`src/sv/rrwa_pkg.sv`:
```
// ----------------------------------------------------------------------------
// rrwa_pkg
// Types, codes and sizes shared by the round-robin worker assigner.
// ----------------------------------------------------------------------------
package rrwa_pkg;

   localparam int MAX_WORKERS = 8;
   localparam int IDX_W       = $clog2(MAX_WORKERS);
   localparam int CNT_W       = $clog2(MAX_WORKERS + 1);

   localparam int QUEUE_DEPTH = 2;
   localparam int QPTR_W      = $clog2(QUEUE_DEPTH);
   localparam int QCNT_W      = $clog2(QUEUE_DEPTH + 1);

   localparam int CMD_W    = 2;
   localparam int WID_W    = 8;
   localparam int STAT_W   = 2;
   localparam int CODE_W   = 3;
   localparam int ID_W     = 4;
   localparam int TASK_W   = 16;
   localparam int TOTAL_W  = 4;
   localparam int ASSIGN_W = 16;

   localparam logic [CMD_W-1:0] CMD_ADD    = 2'd0;
   localparam logic [CMD_W-1:0] CMD_ASSIGN = 2'd1;
   localparam logic [CMD_W-1:0] CMD_SET    = 2'd2;

   localparam logic [STAT_W-1:0] ST_AVAILABLE = 2'd0;
   localparam logic [STAT_W-1:0] ST_BUSY      = 2'd1;
   localparam logic [STAT_W-1:0] ST_MAINT     = 2'd2;

   localparam logic [CODE_W-1:0] RC_OK       = 3'd0;
   localparam logic [CODE_W-1:0] RC_FULL     = 3'd1;
   localparam logic [CODE_W-1:0] RC_EMPTY    = 3'd2;
   localparam logic [CODE_W-1:0] RC_NONE     = 3'd3;
   localparam logic [CODE_W-1:0] RC_NOTFOUND = 3'd4;

   typedef enum logic [1:0] {
      OP_ADD,
      OP_ASSIGN,
      OP_SET,
      OP_BAD
   } op_type;

   typedef struct packed {
      logic [CMD_W-1:0]  command;
      logic [WID_W-1:0]  worker_id;
      logic [STAT_W-1:0] new_status;
   } req_type;

   typedef struct packed {
      logic [CODE_W-1:0]   result_code;
      logic [ID_W-1:0]     chosen_id;
      logic [TASK_W-1:0]   chosen_tasks;
      logic [TOTAL_W-1:0]  worker_total;
      logic [ASSIGN_W-1:0] assignment_total;
   } rsp_type;

   // classified word passed from the front end to the back end
   typedef struct packed {
      op_type            op;
      logic [WID_W-1:0]  worker_id;
      logic [STAT_W-1:0] status;
   } op_item_type;

endpackage

```
`src/sv/rrwa_front.sv`:
```
// ----------------------------------------------------------------------------
// rrwa_front
// Accepts request words and classifies them into back-end operations.
// ----------------------------------------------------------------------------
module rrwa_front import rrwa_pkg::*; (
   input  logic        reset,
   input  logic        req_valid,
   output logic        req_ready,
   input  req_type     req_data,
   output logic        push_valid,
   input  logic        push_ready,
   output op_item_type push_item
);

   op_item_type item;

   always_comb begin
      item.worker_id = req_data.worker_id;
      case (req_data.command)
         CMD_ADD:    item.op = OP_ADD;
         CMD_ASSIGN: item.op = OP_ASSIGN;
         CMD_SET:    item.op = OP_SET;
         default:    item.op = OP_BAD;
      endcase
      // fold the unused status code into maintenance
      case (req_data.new_status)
         ST_AVAILABLE: item.status = ST_AVAILABLE;
         ST_BUSY:      item.status = ST_BUSY;
         default:      item.status = ST_MAINT;
      endcase
   end

   assign push_valid = req_valid && !reset;
   assign req_ready  = push_ready && !reset;
   assign push_item  = item;

endmodule

```
`src/sv/rrwa_queue.sv`:
```
// ----------------------------------------------------------------------------
// rrwa_queue
// Short FIFO between the front end and the back end.
// ----------------------------------------------------------------------------
module rrwa_queue import rrwa_pkg::*; (
   input  logic        clock,
   input  logic        reset,
   input  logic        push_valid,
   output logic        push_ready,
   input  op_item_type push_item,
   output logic        pop_valid,
   input  logic        pop_ready,
   output op_item_type pop_item
);

   op_item_type             entry_ff [QUEUE_DEPTH];
   logic [QPTR_W-1:0]       wr_ptr_ff, wr_ptr_in;
   logic [QPTR_W-1:0]       rd_ptr_ff, rd_ptr_in;
   logic [QCNT_W-1:0]       count_ff, count_in;
   logic                    push, pop;

   assign push_ready = (count_ff != QCNT_W'(QUEUE_DEPTH));
   assign pop_valid  = (count_ff != '0);
   assign pop_item   = entry_ff[rd_ptr_ff];
   assign push       = push_valid && push_ready;
   assign pop        = pop_valid && pop_ready;

   always_comb begin
      wr_ptr_in = wr_ptr_ff;
      rd_ptr_in = rd_ptr_ff;
      count_in  = count_ff;
      if (push) begin
         wr_ptr_in = (wr_ptr_ff == QPTR_W'(QUEUE_DEPTH - 1)) ? '0 : wr_ptr_ff + 1'b1;
      end
      if (pop) begin
         rd_ptr_in = (rd_ptr_ff == QPTR_W'(QUEUE_DEPTH - 1)) ? '0 : rd_ptr_ff + 1'b1;
      end
      if (push && !pop) begin
         count_in = count_ff + 1'b1;
      end else if (pop && !push) begin
         count_in = count_ff - 1'b1;
      end
   end

   always_ff @(posedge clock) begin
      if (reset) begin
         wr_ptr_ff <= '0;
         rd_ptr_ff <= '0;
         count_ff  <= '0;
      end else begin
         wr_ptr_ff <= wr_ptr_in;
         rd_ptr_ff <= rd_ptr_in;
         count_ff  <= count_in;
      end
   end

   always_ff @(posedge clock) begin
      if (push) begin
         entry_ff[wr_ptr_ff] <= push_item;
      end
   end

endmodule

```
`src/sv/rrwa_back.sv`:
```
// ----------------------------------------------------------------------------
// rrwa_back
// Worker table, round-robin search and registered result word.
// ----------------------------------------------------------------------------
module rrwa_back import rrwa_pkg::*; (
   input  logic        clock,
   input  logic        reset,
   input  logic        pop_valid,
   output logic        pop_ready,
   input  op_item_type pop_item,
   output logic        rsp_valid,
   input  logic        rsp_ready,
   output rsp_type     rsp_data
);

   logic [STAT_W-1:0]   status_ff [MAX_WORKERS];
   logic [TASK_W-1:0]   tasks_ff  [MAX_WORKERS];
   logic [CNT_W-1:0]    count_ff, count_in;
   logic [IDX_W-1:0]    rr_ff, rr_in;
   logic [ASSIGN_W-1:0] total_ff, total_in;
   logic                rsp_valid_ff, rsp_valid_in;
   rsp_type             rsp_ff, rsp_in;

   logic                pop;
   logic [MAX_WORKERS-1:0] avail, avail_hi;
   logic [IDX_W-1:0]    hi_idx, lo_idx, pick_idx, set_idx, rd_idx;
   logic                found, set_hit, full;
   logic [CNT_W-1:0]    pick_next;
   logic [TASK_W-1:0]   rd_tasks, rd_tasks_inc;
   logic                st_we, tk_we;
   logic [IDX_W-1:0]    wr_idx;
   logic [STAT_W-1:0]   st_wdata;
   logic [TASK_W-1:0]   tk_wdata;

   assign pop       = pop_valid && (!rsp_valid_ff || rsp_ready);
   assign pop_ready = !rsp_valid_ff || rsp_ready;
   assign rsp_valid = rsp_valid_ff;
   assign rsp_data  = rsp_ff;

   // availability mask, and the part of it at or past the pointer
   always_comb begin
      for (int i = 0; i < MAX_WORKERS; i++) begin
         avail[i]    = (status_ff[i] == ST_AVAILABLE) && (CNT_W'(i) < count_ff);
         avail_hi[i] = avail[i] && (IDX_W'(i) >= rr_ff);
      end
   end

   // lowest set bit of each mask; wrap to the low mask when nothing is past the pointer
   always_comb begin
      hi_idx = '0;
      lo_idx = '0;
      for (int i = MAX_WORKERS - 1; i >= 0; i--) begin
         if (avail_hi[i]) begin
            hi_idx = IDX_W'(i);
         end
         if (avail[i]) begin
            lo_idx = IDX_W'(i);
         end
      end
   end

   assign found     = |avail;
   assign pick_idx  = (|avail_hi) ? hi_idx : lo_idx;
   assign pick_next = {1'b0, pick_idx} + 1'b1;
   assign full      = (count_ff == CNT_W'(MAX_WORKERS));

   assign set_hit = (pop_item.worker_id != '0) &&
                    (pop_item.worker_id <= WID_W'(count_ff));
   assign set_idx = IDX_W'(pop_item.worker_id - 1'b1);

   assign rd_idx       = (pop_item.op == OP_ASSIGN) ? pick_idx : set_idx;
   assign rd_tasks     = tasks_ff[rd_idx];
   assign rd_tasks_inc = (rd_tasks == '1) ? rd_tasks : rd_tasks + 1'b1;

   always_comb begin
      count_in     = count_ff;
      rr_in        = rr_ff;
      total_in     = total_ff;
      st_we        = 1'b0;
      tk_we        = 1'b0;
      wr_idx       = rd_idx;
      st_wdata     = pop_item.status;
      tk_wdata     = rd_tasks_inc;
      rsp_in       = rsp_ff;
      rsp_valid_in = rsp_valid_ff;

      if (rsp_valid_ff && rsp_ready) begin
         rsp_valid_in = 1'b0;
      end

      if (pop) begin
         rsp_valid_in             = 1'b1;
         rsp_in.result_code       = RC_NOTFOUND;
         rsp_in.chosen_id         = '0;
         rsp_in.chosen_tasks      = '0;
         case (pop_item.op)
            OP_ADD: begin
               if (full) begin
                  rsp_in.result_code = RC_FULL;
               end else begin
                  st_we              = 1'b1;
                  tk_we              = 1'b1;
                  wr_idx             = IDX_W'(count_ff);
                  st_wdata           = ST_AVAILABLE;
                  tk_wdata           = '0;
                  count_in           = count_ff + 1'b1;
                  rsp_in.result_code = RC_OK;
                  rsp_in.chosen_id   = ID_W'(count_ff + 1'b1);
               end
            end
            OP_ASSIGN: begin
               if (count_ff == '0) begin
                  rsp_in.result_code = RC_EMPTY;
               end else if (!found) begin
                  rsp_in.result_code = RC_NONE;
               end else begin
                  st_we               = 1'b1;
                  tk_we               = 1'b1;
                  wr_idx              = pick_idx;
                  st_wdata            = ST_BUSY;
                  tk_wdata            = rd_tasks_inc;
                  total_in            = (total_ff == '1) ? total_ff : total_ff + 1'b1;
                  rr_in               = (pick_next == count_ff) ? '0 : IDX_W'(pick_next);
                  rsp_in.result_code  = RC_OK;
                  rsp_in.chosen_id    = ID_W'(pick_next);
                  rsp_in.chosen_tasks = rd_tasks_inc;
               end
            end
            OP_SET: begin
               if (set_hit) begin
                  st_we               = 1'b1;
                  wr_idx              = set_idx;
                  st_wdata            = pop_item.status;
                  rsp_in.result_code  = RC_OK;
                  rsp_in.chosen_id    = ID_W'(pop_item.worker_id);
                  rsp_in.chosen_tasks = rd_tasks;
               end
            end
            default: begin
               rsp_in.result_code = RC_NOTFOUND;
            end
         endcase
         rsp_in.worker_total     = TOTAL_W'(count_in);
         rsp_in.assignment_total = total_in;
      end
   end

   always_ff @(posedge clock) begin
      if (reset) begin
         count_ff     <= '0;
         rr_ff        <= '0;
         total_ff     <= '0;
         rsp_valid_ff <= 1'b0;
      end else begin
         count_ff     <= count_in;
         rr_ff        <= rr_in;
         total_ff     <= total_in;
         rsp_valid_ff <= rsp_valid_in;
      end
   end

   always_ff @(posedge clock) begin
      rsp_ff <= rsp_in;
      if (st_we) begin
         status_ff[wr_idx] <= st_wdata;
      end
      if (tk_we) begin
         tasks_ff[wr_idx] <= tk_wdata;
      end
   end

endmodule

```
`src/sv/round_robin_worker_assigner.sv`:
```
// ----------------------------------------------------------------------------
// round_robin_worker_assigner
// Worker table with add, round-robin assign and set-status commands.
// ----------------------------------------------------------------------------
// A request word is accepted whenever the two-entry queue behind the front end
// has room; the back end executes one word per cycle while its result register
// is empty or being taken, so the sustained rate is one word per cycle. The
// accepted word is written into the queue; when the back end pops it, the
// table update runs and loads the result register, so the result word is
// presented from that register and waits there until it is taken. The
// round-robin search over all workers is a rotated priority encoder and
// completes in the same cycle as the table update. Results stall only the
// queue; the front end keeps accepting until the queue is full.
// ----------------------------------------------------------------------------
module round_robin_worker_assigner import rrwa_pkg::*; (
   input  logic    clock,
   input  logic    reset,
   input  logic    req_valid,
   output logic    req_ready,
   input  req_type req_data,
   output logic    rsp_valid,
   input  logic    rsp_ready,
   output rsp_type rsp_data
);

   logic        push_valid, push_ready;
   op_item_type push_item;
   logic        pop_valid, pop_ready;
   op_item_type pop_item;

   rrwa_front u_front (
      .reset      (reset),
      .req_valid  (req_valid),
      .req_ready  (req_ready),
      .req_data   (req_data),
      .push_valid (push_valid),
      .push_ready (push_ready),
      .push_item  (push_item)
   );

   rrwa_queue u_queue (
      .clock      (clock),
      .reset      (reset),
      .push_valid (push_valid),
      .push_ready (push_ready),
      .push_item  (push_item),
      .pop_valid  (pop_valid),
      .pop_ready  (pop_ready),
      .pop_item   (pop_item)
   );

   rrwa_back u_back (
      .clock     (clock),
      .reset     (reset),
      .pop_valid (pop_valid),
      .pop_ready (pop_ready),
      .pop_item  (pop_item),
      .rsp_valid (rsp_valid),
      .rsp_ready (rsp_ready),
      .rsp_data  (rsp_data)
   );

endmodule
```
`config.mk`:
```
export PLATFORM = sky130hd
export DESIGN_NAME = round_robin_worker_assigner
export DESIGN_NICKNAME = d
export VERILOG_FILES = /design/src/sv/rrwa_pkg.sv /design/src/sv/rrwa_front.sv /design/src/sv/rrwa_queue.sv /design/src/sv/rrwa_back.sv /design/src/sv/round_robin_worker_assigner.sv
export SDC_FILE = /design/constraint.sdc
export NUM_CORES = 1
export LEC_CHECK = 0
export BUFFER_PORTS_ARGS = -buffer_cell sky130_fd_sc_hd__buf_2
export CORE_MARGIN = 1.5
export CORE_UTILIZATION = 30
export CTS_BUF_LIST = sky130_fd_sc_hd__clkbuf_8
export CTS_CLUSTER_DIAMETER = 80
export DETAILED_ROUTE_END_ITERATION = 6
export GPL_ROUTABILITY_DRIVEN = 0
export GPL_TIMING_DRIVEN = 0
export PLACE_DENSITY_LB_ADDON = 0.2
export SKIP_CTS_REPAIR_TIMING = 1
export SLEW_MARGIN = 20
export SYNTH_ARGS = -nofsm -noshare
export SYNTH_HDL_FRONTEND = slang
export SYNTH_SLANG_ARGS = --single-unit
```
`constraint.sdc`:
```
create_clock -name clock -period 7.35 [get_ports clock]
set_clock_uncertainty 0.2 [all_clocks]
set_input_delay 0.3675 -clock clock [delete_from_list [all_inputs] [get_ports clock]]
set_output_delay 0.3675 -clock clock [all_outputs]
set_load 0.02 [all_outputs]
```
# After elaboration in Yosys (flattened, before gate mapping)
# Memory sizes are Yosys's and may differ from the RTL's. A register that Yosys moved wholly into a read port is not among the register bits.
# Index checks and enable logic that the tools add are counted.
[op_classes]
addsub = 9
n_eq_ne = 10
muxes = 74
reduce_logical = 48
n_lt_le_gt_ge = 17
n_bitwise = 1
[ops]
columns = ["cell", "n"]
rows = [
  ["16-bit 2-to-1 mux", 8],
  ["3-bit 2-to-1 mux", 25],
  ["20-bit 2-to-1 mux", 2],
  ["16-bit by 1-bit adder with 16-bit output (second input constant)", 2],
  ["16-bit == test (second input constant)", 2],
  ["16-bit case mux with 2 select lines", 1],
  ["1-bit logical AND", 24],
  ["23-bit 2-to-1 mux", 1],
  ["2-bit logical NOT", 11],
  ["1-bit 2-to-1 mux", 19],
  ["3-bit case mux with 3 select lines", 2],
  ["3-bit by 4-bit less-than comparator with 1-bit output (first input constant)", 4],
  ["8-bit OR reduction", 2],
  ["2-bit 2-to-1 mux", 7],
  ["3-bit >= comparator (first input constant)", 4],
  ["4-bit 2-to-1 mux", 3],
  ["4-bit case mux with 3 select lines", 1],
  ["8-bit by 4-bit <= comparator with 1-bit output", 1],
  ["1-bit by 4-bit less-than comparator with 1-bit output (first input constant)", 2],
  ["2-bit by 4-bit less-than comparator with 1-bit output (first input constant)", 2],
  ["2-bit case mux with 2 select lines", 2],
  ["8-bit nonzero test", 1],
  ["2-bit by 1-bit == test with 1-bit output (second input constant)", 3],
  ["1-bit by 3-bit >= comparator with 1-bit output (first input constant)", 2],
  ["other kinds (20)", 28],
]
[totals]
wordCells = 174
mem_bits_rw = 168
in_bits = 16
output_inout_bits = 45
regBits = 71
n_memories = 3
[memory_table]
columns = ["memory", "depth", "width", "read_ports", "rd_ports_with_merged_regs", "wr", "line_no", "source"]
rows = [
  ["u_back.tasks_ff", 8, 16, 1, 0, 1, "rrwa_back.sv:17", "logic [TASK_W-1:0] tasks_ff [MAX_WORKERS];"],
  ["u_queue.entry_ff", 2, 12, 1, 1, 1, "rrwa_queue.sv:16", "op_item_type entry_ff [QUEUE_DEPTH];"],
  ["u_back.status_ff", 8, 2, 8, 0, 1, "rrwa_back.sv:16", "logic [STAT_W-1:0] status_ff [MAX_WORKERS];"],
]

# Depth between registers and ports, before layout
# Gate-level depths: netlist of the first run.
# An unclocked memory read counts as a cell.
[depth]
depth_word = 20
ltp_mapped = 19
depth_no_buf = 16

# By module
# Synthesis of the first run repeated with hierarchy kept, for this count alone.
[hier_totals]
hier_cells = 916
area_unflattened_um2 = 11683.7
[modules_own_cells]
columns = ["module", "seq_area_each_um2", "cells_per_inst", "area_per_inst_um2", "instances"]
rows = [
  ["rrwa_back", 6095.8, 841, 10510.1, 1],
  ["rrwa_queue", 820.8, 61, 1083.5, 1],
  ["rrwa_front", 0.0, 14, 90.1, 1],
]

# Worst setup path after synthesis of the first run
# OpenSTA, ideal clock, no wires.
[synth_timing]
path_type = "flip-flop to flip-flop"
startpoint = "register u_back.count_ff[1]"
endpoint = "memory u_back.tasks_ff[0][9], data pin"
setup_slack_ps = 2751
n_path_buf = 3
setup_ps = 287
path_stages_with_launch = 20
t_arrival_ps = 4112
period_less_slack_ps = 4599
t_required_ps = 6863
path_cell_list = "dfxtp_1 -> buf_2 -> inv_1 -> ha_1 -> or3b_1 -> a22o_1 -> nor4_4 -> o211ai_2 -> nand2_2 -> buf_12 -> mux4_2 -> mux2i_1 -> inv_1 -> ha_1 -> and3_1 -> and4_4 -> buf_6 -> a311oi_2 -> xor2_1 -> nor2_1"
[synth_via]
elab_chain_cells = 19
word_cells_on_any_way = 51
classes_between = "add/sub: 1; order compare: 8; eq/ne: 2; mux: 22; reduce/logical: 17; memory: 1"
[synth_lines]
columns = ["item", "line_no", "source"]
rows = [
  ["from (decl)", "rrwa_back.sv:18", "logic [CNT_W-1:0] count_ff, count_in;"],
  ["from (signal assigned)", "rrwa_back.sv:155", "count_ff <= count_in;"],
  ["3-bit by 4-bit less-than comparator with 1-bit output", "rrwa_back.sv:43", "avail[i] = (status_ff[i] == ST_AVAILABLE) && (CNT_W'(i) < count_ff);"],
  ["1-bit logical AND", "rrwa_back.sv:43", ""],
  ["1-bit logical AND", "rrwa_back.sv:44", "avail_hi[i] = avail[i] && (IDX_W'(i) >= rr_ff);"],
  ["3-bit 2-to-1 mux (8 in series)", "rrwa_back.sv:53", "if (avail_hi[i]) begin"],
  ["3-bit 2-to-1 mux", "rrwa_back.sv:63", "assign pick_idx = (|avail_hi) ? hi_idx : lo_idx;"],
  ["3-bit 2-to-1 mux", "rrwa_back.sv:71", "assign rd_idx = (pop_item.op == OP_ASSIGN) ? pick_idx : set_idx;"],
  ["memory read 8 x 16 bit", "n/a", ""],
  ["16-bit by 1-bit adder with 16-bit output / 16-bit == test (equally long branches)", "rrwa_back.sv:73", "assign rd_tasks_inc = (rd_tasks == '1) ? rd_tasks : rd_tasks + 1'b1;"],
  ["16-bit 2-to-1 mux", "rrwa_back.sv:73", ""],
  ["16-bit 2-to-1 mux", "rrwa_back.sv:98", "if (full) begin"],
  ["16-bit 2-to-1 mux", "n/a", ""],
  ["16-bit 2-to-1 mux (*)", "rrwa_back.sv:91", "if (pop) begin"],
  ["net u_back.tk_wdata[9]", "rrwa_back.sv:33", "logic [TASK_W-1:0] tk_wdata;"],
  ["to (decl)", "rrwa_back.sv:17", ""],
]
# The timed path passes the listed nets; every way through them passes the cells marked *.

# Worst setup path after layout of the first run
[layout_timing]
startpoint = "register u_back.count_ff[1]"
endpoint = "memory u_back.tasks_ff[0][14], data pin"
# The elaborated chain is that of the path after synthesis.

==> results of run 1 <==
[cell families (layout without fill, tap and decap cells)]
group                    Yosys count  after routing  synth area share
multiplexers                      73             73           0.07188
XOR/XNOR                          41             41           0.03164
AND/OR/NAND/NOR                  288            288            0.1246
AO/OA/AOI/OAI                    169            169            0.1102
adder cells (fa/ha/maj)           18             18           0.01984
flip-flops                       240            240            0.6094
buffers and inverters             68            214           0.03241
[metal layers]
metal	global-route usage	vias to the layer above	wire, um	part of all wire
li1	-	3640	-	-
met1	0.1990	3651	13300	0.45
met2	0.2501	183	13810	0.47
met3	0.03056	54	1464	0.050
met4	0.05485	0	850	0.029
met5	0	-	0	0
[state kept, by name, indices dropped and copies added (netlist names), 2 cells and up, named ones only]
signal            cells
u_back.rsp_data      43
u_back.status_ff     16
u_back.rr_ff          3
u_back.total_ff      16
u_queue.entry_ff     24
u_back.tasks_ff     128
u_back.count_ff       4
u_queue.count_ff      2
[placed cells by master (no fill, tap or decap), types with 5 or more instances in the layout]
cell type | Yosys | final
buf_2 | 10 | 69
a31oi_1 | 9 | 9
or2_2 | 5 | 5
a21boi_0 | 5 | 5
a311oi_1 | 9 | 9
ha_1 | 18 | 18
buf_6 | 6 | 6
a211oi_1 | 12 | 11
nand3_1 | 25 | 25
dfxtp_1 | 29 | 29
xor2_1 | 19 | 19
o21ai_0 | 22 | 21
clkinv_2 | 0 | 6
a22oi_1 | 9 | 9
a21oi_1 | 27 | 27
nor3_1 | 18 | 18
o22ai_1 | 9 | 9
mux2i_1 | 59 | 58
edfxtp_1 | 211 | 211
and3_1 | 9 | 9
a311o_1 | 5 | 5
nor2_4 | 0 | 7
o21ai_1 | 5 | 6
nor2_1 | 90 | 81
nand2_1 | 83 | 83
clkbuf_8 | 0 | 42
mux2_2 | 8 | 8
dlygate4sd3_1 | 0 | 12
nand4_1 | 7 | 7
xnor2_1 | 22 | 22
clkinv_1 | 1 | 9
mux4_2 | 6 | 6
o21a_1 | 8 | 8
and2_1 | 7 | 7
nand2b_1 | 7 | 7
inv_1 | 20 | 33
clkbuf_1 | 20 | 20
or3_1 | 9 | 9
[through the flow]
stage	worst slack [ns]	instance area, um^2	std cells
3_5_place_dp	1.212	12380	1468
5_1_grt	0.6816	13300	1554
3_3_place_gp	1.130	12280	1466
6_report	1.065	13300	1554
2_1_floorplan	2.751	11350	897
4_1_cts	1.178	13170	1542
[worst register-to-register path: stages, from the launching register on]
cell and delay [ns]:
dfxtp_1 0.34, buf_2 0.20, inv_1 0.13, ha_1 0.27, nor3b_2 0.42, a2bb2oi_1 0.27
o22ai_1 0.14, o221ai_1 0.30, nor2_1 0.09, nor2_1 0.63, buf_2 0.47, mux2i_1 0.52
inv_1 0.15, ha_1 0.31, and3_1 0.20, and4_4 0.21, buf_6 0.15, nand2_4 0.10
nor4_1 0.07, nor3_1 0.79
[power by group through the flow]
stage          clock network (W)  logic [W]  registers, W
3_5_place_dp                   0    0.00226       0.00205
5_1_grt                  0.00128    0.00248       0.00204
2_1_floorplan                  0    0.00140       0.00215
3_3_place_gp                   0    0.00221       0.00206
4_1_cts                  0.00122    0.00227       0.00202
6_report                 0.00119    0.00227       0.00202
[worst min-delay path by stage]
| stage | end | slack [ns] | depth (start not counted) |
|---|---|---|---|
| global route | u_queue.entry_ff[0][0] | 0.01 | 2 |
| finish | u_queue.entry_ff[0][0] | 0.0003 | 2 |
| CTS | u_queue.entry_ff[1][3] | -0.24 | 1 |
| detailed placement | u_back.rsp_valid | 0.30 | 2 |
| global placement | u_back.rsp_valid | 0.28 | 2 |
| floorplan | u_queue.entry_ff[0][2] | 0.27 | 0 |
[cell type report]
type	instances	area (um^2)
inverter	21	78.83
multi-input combinational	589	4131
clock buffer	42	578.1
clock inverter	32	219.0
sequential	240	6917
timing repair buffer	72	445.4
fill	3692	24190
tap	511	639.4
buffer	47	290.3
==> results.md, run 1 <==
- Status: finished clean
- Synth top area share: 0.5583
- Count leader, synth: edfxtp_1
- Sink Count: 240
- Slowest CP cell: nor3_1
- Number of flops mapped to enable cells by yosys: 211
- Starting density of the core: 0.3028
- Switching share of total power: 0.3954
- Rows: 71
- CP startpoint: u_back.count_ff[1]
- Top cells by count, synth: edfxtp_1, nor2_1, nand2_1
- I/O pin count: 61
- Crit-path max cell delay: 0.79 ns
- Worst-Skew Late Latency: 0.57 ns
- Total GRT Usage: 0.1523
- Max Fclk: 159.1 MHz
- Routed len/inst: 18.93 um
- R2R Setup Slk: roughly 1.1 ns
- Vias per cell: 4.844
- Peak supply drop: 0.1247 mV
- Worst path cell trace: buf_2 > inv_1 > ha_1 > nor3b_2 > a2bb2oi_1 > o22ai_1 > o221ai_1 > nor2_1 > nor2_1 > buf_2 > mux2i_1 > inv_1 > ha_1 > and3_1 > and4_4 > buf_6 > nand2_4 > nor4_1 > nor3_1
- Worst hold-check path type: input pin to flop
- Die Height: ~200 um
- Final hold slack: 0.0003194 ns
- DRC: 0
- Power share of the clock group: 0.217
- Rel. slew slack: 0.3718
- Synth unique cells: 87
- Final setup viols: 0
- Drt first pass iters: 5
- RSZ-0062 raised after global routing: false
- LEAKAGE: 4.711 nW
- Area delta synth->final: 17.18%
- Synth Instances: around 900
- Setup Crit Path Kind: flop to flop
- R2R depth: 19
- Clock Tree Buf Depth: 3
- Core ar.: 37490 um^2
- Number of global-route vias before repair: about 7400
- Initial antenna violation count: 0
- Maximum number of pins on one net before global-route repair: 34
- RR Startpoint: u_back.count_ff[1]
- Element type at the critical path start: flop
- Async set-or-reset flop fraction in the synthesized netlist: 0
- PortBufs: 58
- Combinational fraction of design power: 0.414
- Yosys top cell by area: edfxtp_1
- Final Util: 0.3547
- Final min period: 6.285 ns
- Ys flop type: edfxtp_1
- Final Hold Fails: 0
- Max-slew violations: 0
- Grt ovf: 0
- Slew @ Worst Pin: approximately 0.94 ns
- Count of state elements after synthesis: 240
- Hold Startpoint: req_data[0]
- Sw power: 0.002167 W
- Antenna Cells: 0
- Max-cap violations: 0
- CTS clock-pin slew for the worst setup and hold paths: roughly 0.060 ns
- CTS Buf Count: 41
- # nets final: 1046
- Antenna Violating Nets Remaining: 0
- Stages on worst setup path: 19
- Ys Warns: 0
- CP arrival: 6.31 ns
- Internal cell power: between 0.003 and 0.004 W
- Critical path capture point type: flop
- Delay-heaviest family, CP: simple AND/OR/NAND/NOR gates
- Worst EP required: around 7.4 ns
- Power Density: 412.1 nW/um^2
- Crit Path Max Fanout: 10
- Tot Pwr: between 0.005 and 0.006 W
- H-tree depth: 2
- CTS root buf: clkbuf_8
- Critical path capture point: u_back.tasks_ff[0][14]
- CTS tree: done
- Seq/Total Area, Yosys: 0.6094
- Sequential power share: 0.369
- Syn Nets: 931
- Die X: between 150 and 200 um
- Mean Syn Cell Area: 12.65 um^2
- Die footprint: 39010 um^2
- Top cells by area, synth: edfxtp_1, mux2i_1, dfxtp_1, nor2_1, nand2_1
- Cell area after synthesis: 11350 um^2
- Reg-to-reg endpoint: u_back.tasks_ff[0][14]
- Initial DRC Count: 600
- Final worst-path cycle share: 0.8551
- Setup_tns: 0 ns
- Share of layout cells above drive strength 1: 0.1812
- Routed WL: 29420 um
- First-pass GRT wire length: 44520 um
- Dpl hpwl: 20380 um
- Via count: 7528
- Buffers plus inverters on the worst setup path: 5
Power figures use the tool's default switching activity.
==> inputs of run 2 (changes only) <==
--- a/config.mk
+++ b/config.mk
@@ -6,6 +6,7 @@
 export NUM_CORES = 1
 export LEC_CHECK = 0
 export BUFFER_PORTS_ARGS = -buffer_cell sky130_fd_sc_hd__buf_2
+export CAP_MARGIN = 20
 export CORE_MARGIN = 1.5
 export CORE_UTILIZATION = 30
 export CTS_BUF_LIST = sky130_fd_sc_hd__clkbuf_8
@@ -13,6 +14,7 @@
 export DETAILED_ROUTE_END_ITERATION = 6
 export GPL_ROUTABILITY_DRIVEN = 0
 export GPL_TIMING_DRIVEN = 0
+export MAX_ROUTING_LAYER = met4
 export PLACE_DENSITY_LB_ADDON = 0.2
 export SKIP_CTS_REPAIR_TIMING = 1
 export SLEW_MARGIN = 20
==> results.md, run 2 (synthesized netlist as in run 1, its figures left out) <==
- CTS tree: done
- PortBufs: 58 (unchanged)
- Status: finished clean
- Power share of the clock group: 0.216 (about the same)
- Sink Count: 240 (unchanged)
- Reg-to-reg endpoint: u_back.tasks_ff[0][14]
- Die footprint: 39010 um^2 (unchanged)
- Leading cell type in the layout, fill and taps excluded: edfxtp_1
- Clock Tree Buf Depth: 3 (unchanged)
- CTS Buf Count: 41 (unchanged)
- Sw power: 0.002170 W (+0.12%)
- Final setup viols: 0 (unchanged)
- Antenna Violating Nets Remaining: 0 (unchanged)
- GRT busiest layer: met2
- Maximum number of pins on one net before global-route repair: 34 (unchanged)
- Grt ovf: 0 (unchanged)
- H-tree depth: 2 (unchanged)
- Combinational fraction of design power: 0.416 (+0.002)
- Max Fclk: 161.0 MHz (+1.2%)
- Dpl hpwl: 20380 um (unchanged)
- Internal cell power: 0.003318 W (+0.15%)
- Routed len/inst: 18.91 um (-0.11%)
- M3 GR Usage: 0.03056 (unchanged)
- Rows: 71 (unchanged)
- RR Startpoint: u_back.count_ff[1]
- I/O pin count: 61 (unchanged)
- CTS clock-pin slew for the worst setup and hold paths: 0.06 ns (about the same)
- Area delta synth->final: 17.22% (about the same)
- R2R Setup Slk: 1.14 ns (+0.07 ns)
- Global routing usage on met2: 0.2505 (+0.0003912)
- Post-placement setup slack: 1.212 ns (unchanged)
- Slowest CP cell: nor3_1
- DRC: 0 (unchanged)
- Fin area: 13300 um^2 (about the same)
- Worst path cell trace: buf_2 > inv_1 > ha_1 > nor3b_2 > a2bb2oi_1 > o22ai_1 > o221ai_1 > nor2_1 > nor2_1 > buf_2 > mux2i_1 > inv_1 > ha_1 > and3_1 > and4_4 > buf_6 > nand2_4 > nor4_1 > nor3_1
- Rel. slew slack: 0.3721 (about the same)
- Slew @ Worst Pin: 0.9347 ns (-0.0004410 ns)
- Sequential power share: 0.368 (about the same)
- Hold Startpoint: req_data[0]
- Die X: 197.5 um (unchanged)
- Peak supply drop: 0.1322 mV (+6.0%)
- Final worst-path setup slack: 1.139 ns (+0.07396 ns)
- RSZ-0062 raised after global routing: false
- Setup Crit Path Kind: flop to flop
- Power Density: 412.5 nW/um^2 (about the same)
- Initial DRC Count: 597 (-0.50%)
- CP arrival: 6.24 ns (-0.07 ns)
- Switching share of total power: 0.3954 (about the same)
- Buffers plus inverters on the worst setup path: 5 (unchanged)
- Final Hold Fails: 0 (unchanged)
- # nets final: 1047 (+0.096%)
- Met1 Resource Use GR: 0.1989 (about the same)
- Share of layout cells above drive strength 1: 0.1820 (+0.0007843)
- Hold Path Sink: u_queue.entry_ff[0][0]
- Max-cap violations: 0 (unchanged)
- Worst EP required: 7.38 ns (about the same)
- Most frequent cells in the layout: edfxtp_1, nand2_1, nor2_1, buf_2, mux2i_1
- Worst hold-check path type: input pin to flop
- Routed WL: 29400 um (about the same)
- CTS root buf: clkbuf_8
- Fillers: 3694 (+0.054%)
- Core ar.: 37490 um^2 (unchanged)
- Element type at the critical path start: flop
- Worst-Skew Late Latency: 0.57 ns (about the same)
- Initial antenna violation count: 0 (unchanged)
- Setup_tns: 0 ns (unchanged)
- Via count: 7542 (+0.19%)
- Total GRT Usage: 0.1570 (+0.004624)
- Drt first pass iters: 6 (+1)
- Antenna Cells: 0 (unchanged)
- Final worst-path cycle share: 0.8451 (-0.01006)
- First-pass GRT wire length: 44570 um (+0.11%)
- Biggest register: u_back.tasks_ff
- Final min period: 6.211 ns (-0.07396 ns)
- Starting density of the core: 0.3028 (unchanged)
- Vias per cell: 4.850 (+0.12%)
- Number of global-route vias before repair: 7388 (+0.068%)
- Max-slew violations: 0 (unchanged)
- LEAKAGE: 4.715 nW (about the same)
- Die Height: 197.5 um (unchanged)
- Crit-path max cell delay: 0.79 ns (about the same)
- Placement Cell Area: 12380 um^2 (unchanged)
- Crit Path Max Fanout: 10 (unchanged)
- Hold Path Depth: 2 (unchanged)
- R2R depth: 19 (unchanged)
- Largest register FFs: 128 (unchanged)
- Critical path capture point type: flop
- Delay-heaviest family, CP: simple AND/OR/NAND/NOR gates
[run 2: cell count changes in the layout (fill, tap and decap cells not counted)]
| cell | change |
|---|---|
| clkbuf_2 | +1 |
[run 2: worst reg2reg max path, delay by kind of cell, from the launching register on]
family | cells | cell delay (ns)
simple gates | 8 | 2.51
compound gates | 3 | 0.70
flops | 1 | 0.34
buf+inv | 5 | 1.14
fa+ha+maj | 2 | 0.56
mux | 1 | 0.42
[run 2: layer usage]
metal	routed length, um	up-vias
met5	0	-
met2	13840	204
met3	1560	53
li1	-	3634
met1	13210	3651
met4	796	0
[run 2: area by class of cell]
| type | instances | area (um^2) | area share |
|---|---|---|---|
| sequential | 240 | 6917 | 0.5199 |
| multi-input combinational | 589 | 4131 | 0.3105 |
| clock buffer | 42 | 578.1 | 0.04345 |
| buffer | 47 | 290.3 | 0.02182 |
| tap | 511 | 639.4 | 0.04806 |
| clock inverter | 32 | 219.0 | 0.01646 |
| inverter | 21 | 78.83 | 0.005925 |
| timing repair buffer | 73 | 450.4 | 0.03386 |
[run 2: worst max path at each step]
stage | start | endpoint | slack, ns | cells after the start
after floorplan | u_back.count_ff[1] | u_back.tasks_ff[0][9] | 2.75 | 19
after global placement | u_back.count_ff[1] | u_back.tasks_ff[4][13] | 1.13 | 18
after detailed placement | u_back.count_ff[1] | u_back.tasks_ff[4][14] | 1.21 | 19
after CTS | u_back.count_ff[1] | u_back.tasks_ff[0][14] | 1.18 | 19
after global routing | u_back.count_ff[1] | u_back.tasks_ff[7][14] | 0.69 | 19
final | u_back.count_ff[1] | u_back.tasks_ff[0][14] | 1.14 | 19
[run 2: metrics by stage]
stage / hold WS [ns] / std cells / util / power (W)
2_1_floorplan: 0.2664 / 897 / - / 0.003550
3_3_place_gp: 0.2822 / 1466 / 0.3275 / 0.004277
3_5_place_dp: 0.2958 / 1468 / 0.3301 / 0.004310
4_1_cts: -0.2437 / 1542 / 0.3514 / 0.005515
5_1_grt: 0.01455 / 1555 / 0.3549 / 0.005806
6_report: 0.001311 / 1555 / 0.3549 / 0.005488
[run 2: power groups by stage]
stage               registers (W)  logic (W)  clock network [W]
floorplan                 0.00215    0.00140                  0
global placement          0.00206    0.00221                  0
detailed placement        0.00205    0.00226                  0
CTS                       0.00202    0.00227            0.00122
global route              0.00204    0.00249            0.00128
finish                    0.00202    0.00228            0.00119
==> inputs of run 3 (changes only) <==
==> constraint.sdc (replaced) <==
create_clock -name clock -period 6.2 [get_ports clock]
set_clock_uncertainty 0.2 [all_clocks]
set_input_delay 0.31 -clock clock [delete_from_list [all_inputs] [get_ports clock]]
set_output_delay 0.31 -clock clock [all_outputs]
set_load 0.02 [all_outputs]
==> results.md, run 3 (synthesized netlist as in run 1, its figures left out) <==
- Status: finished clean
- DRC: 0 (unchanged)
- Switching share of total power: 0.3962 (+0.0008473)
- Max-cap violations: 0 (unchanged)
- Final worst-path setup slack: 0.2550 ns (-0.8837 ns)
- Slowest CP cell: nor2_1
- Max-slew violations: 0 (unchanged)
- Antenna Violating Nets Remaining: 0 (unchanged)
- Die Height: 197.5 um (unchanged)
- Vias per cell: 4.873 (+0.48%)
- Share of layout cells above drive strength 1: 0.1883 (+0.006344)
- Final setup viols: 0 (unchanged)
- Die footprint: 39010 um^2 (unchanged)
- Dpl hpwl: 20380 um (unchanged)
- Worst path cell trace: buf_2 > inv_1 > ha_1 > or3b_1 > a22o_1 > a311oi_1 > o21bai_1 > o21ai_1 > buf_2 > mux4_2 > mux2i_1 > inv_1 > ha_1 > and3_1 > and4_4 > buf_6 > nand2_4 > o21ai_0 > nor2_1
- Die X: 197.5 um (unchanged)
- Routed WL: 29430 um (about the same)
- Clock Tree Buf Depth: 3 (unchanged)
- CTS tree: done
- Combinational fraction of design power: 0.418 (+0.002)
- CP arrival: 5.99 ns (-0.25 ns)
- Final Util: 0.3560 (+0.001135)
- Fillers: 3690 (-0.11%)
- Final min period: 5.945 ns (-0.2663 ns)
- Final Hold Fails: 0 (unchanged)
- Peak supply drop: 0.1568 mV (+19%)
- Critical path capture point type: flop
- First-pass GRT wire length: 44570 um (unchanged)
- LEAKAGE: 4.730 nW (+0.32%)
- Final hold slack: 0.04492 ns (+0.04360 ns)
- Internal cell power: 0.003942 W (+19%)
- Tot Pwr: 0.006529 W (+19%)
- H-tree depth: 2 (unchanged)
- Crit-path max cell delay: 0.59 ns (-0.20 ns)
- Largest register FFs: 128 (unchanged)
- Starting density of the core: 0.3028 (unchanged)
- Drt first pass iters: 5 (-1)
- I/O pin count: 61 (unchanged)
- Core ar.: 37490 um^2 (unchanged)
- CTS Buf Count: 41 (unchanged)
- Setup Crit Path Kind: flop to flop
- Via count: 7588 (+0.61%)
- Max Fclk: 168.2 MHz (+4.5%)
- Grt ovf: 0 (unchanged)
- Element type at the critical path start: flop
- Number of global-route vias before repair: 7388 (unchanged)
- Final Non-Filler Cells: 1557 (+0.13%)
- Routed len/inst: 18.90 um (about the same)
- # nets final: 1049 (+0.19%)
- RSZ-0062 raised after global routing: false
- Sw power: 0.002587 W (+19%)
- Antenna Cells: 0 (unchanged)
- Worst-Skew Late Latency: 0.57 ns (about the same)
- Leading cell type in the layout, fill and taps excluded: edfxtp_1
- Rel. slew slack: 0.3942 (+0.02210)
- Initial antenna violation count: 0 (unchanged)
- Placed Instances: 1468 (unchanged)
- PortBufs: 58 (unchanged)
- Crit Path Max Fanout: 10 (unchanged)
- Worst EP required: 6.24 ns (-1.14 ns)
- Power Density: 489.2 nW/um^2 (+19%)
- Initial DRC Count: 546 (-8.5%)
- Maximum number of pins on one net before global-route repair: 34 (unchanged)
- Sequential power share: 0.367 (about the same)
- Post-placement setup slack: 0.06157 ns (-1.150 ns)
- Sink Count: 240 (unchanged)
- Slew @ Worst Pin: 0.9018 ns (-0.03289 ns)
- Sequential cell area: 6917 um^2 (unchanged)
- CTS clock-pin slew for the worst setup and hold paths: 0.06 ns (about the same)
- Most frequent cells in the layout: edfxtp_1, nand2_1, nor2_1, buf_2, mux2i_1
- Worst hold-check path type: input pin to flop
- Power share of the clock group: 0.215 (about the same)
- Rows: 71 (unchanged)
- Area of the multi-input gates: 4154 um^2 (+0.55%)
- Total GRT Usage: 0.1570 (unchanged)
- Final worst-path cycle share: 0.9589 (+0.1138)
- CTS root buf: clkbuf_8
- Area delta synth->final: 17.59%
- Biggest register: u_back.tasks_ff
[run 3: worst max-delay path: cells and delay by family (launching register included)]
family                     cells  cell delay [ns]
and+or+nand+nor                5             1.50
adders and majority gates      2             0.56
AOI/OAI and AO/OA              5             1.27
buffers and inverters          5             1.06
muxes                          2             0.67
DFF                            1             0.34
[run 3: cell type report]
class	count	share of cell area
Tap cell	511	0.04790
Sequential cell	240	0.5182
Inverter	21	0.005906
Clock inverter	32	0.01641
Multi-Input combinational cell	589	0.3112
Buffer	47	0.02175
Clock buffer	42	0.04331
Timing Repair Buffer	75	0.03525
[run 3: routing by layer]
layer / vias to the layer above / global-route usage / share of wire
li1: 3644 / - / -
met2: 219 / 0.2505 / 0.47
met4: 0 / 0.05485 / 0.027
met1: 3672 / 0.1989 / 0.45
met3: 53 / 0.03056 / 0.052
met5: - / - / 0
[run 3: path summary, 6_finish.rpt]
| path | startpoint | to | slack (ns) | depth (start not counted) |
|---|---|---|---|---|
| worst max register to register | u_back.count_ff[1] | u_back.tasks_ff[3][12] | 0.26 | 19 |
| worst min register to register | u_back.rsp_valid | u_back.rsp_valid | 0.30 | 2 |
| worst max-delay path | u_back.count_ff[1] | u_back.tasks_ff[3][12] | 0.26 | 19 |
| worst min-delay path | reset | u_queue.wr_ptr_ff | 0.04 | 5 |
[run 3: power by group through the flow]
stage / Sequential (W) / Clock (W) / Combinational (W)
4_1_cts: 0.00240 / 0.00145 / 0.00269
3_5_place_dp: 0.00243 / 0 / 0.00268
2_1_floorplan: 0.00255 / 0 / 0.00165
5_1_grt: 0.00241 / 0.00152 / 0.00297
6_report: 0.00239 / 0.00141 / 0.00273
3_3_place_gp: 0.00245 / 0 / 0.00262
[run 3: through the flow]
step	cell area (um^2)	TNS [ns]
final	13350	0
after global routing	13350	0
after CTS	13170	0
after detailed placement	12380	0
after global placement	12280	-0.1613
after floorplan	11350	0
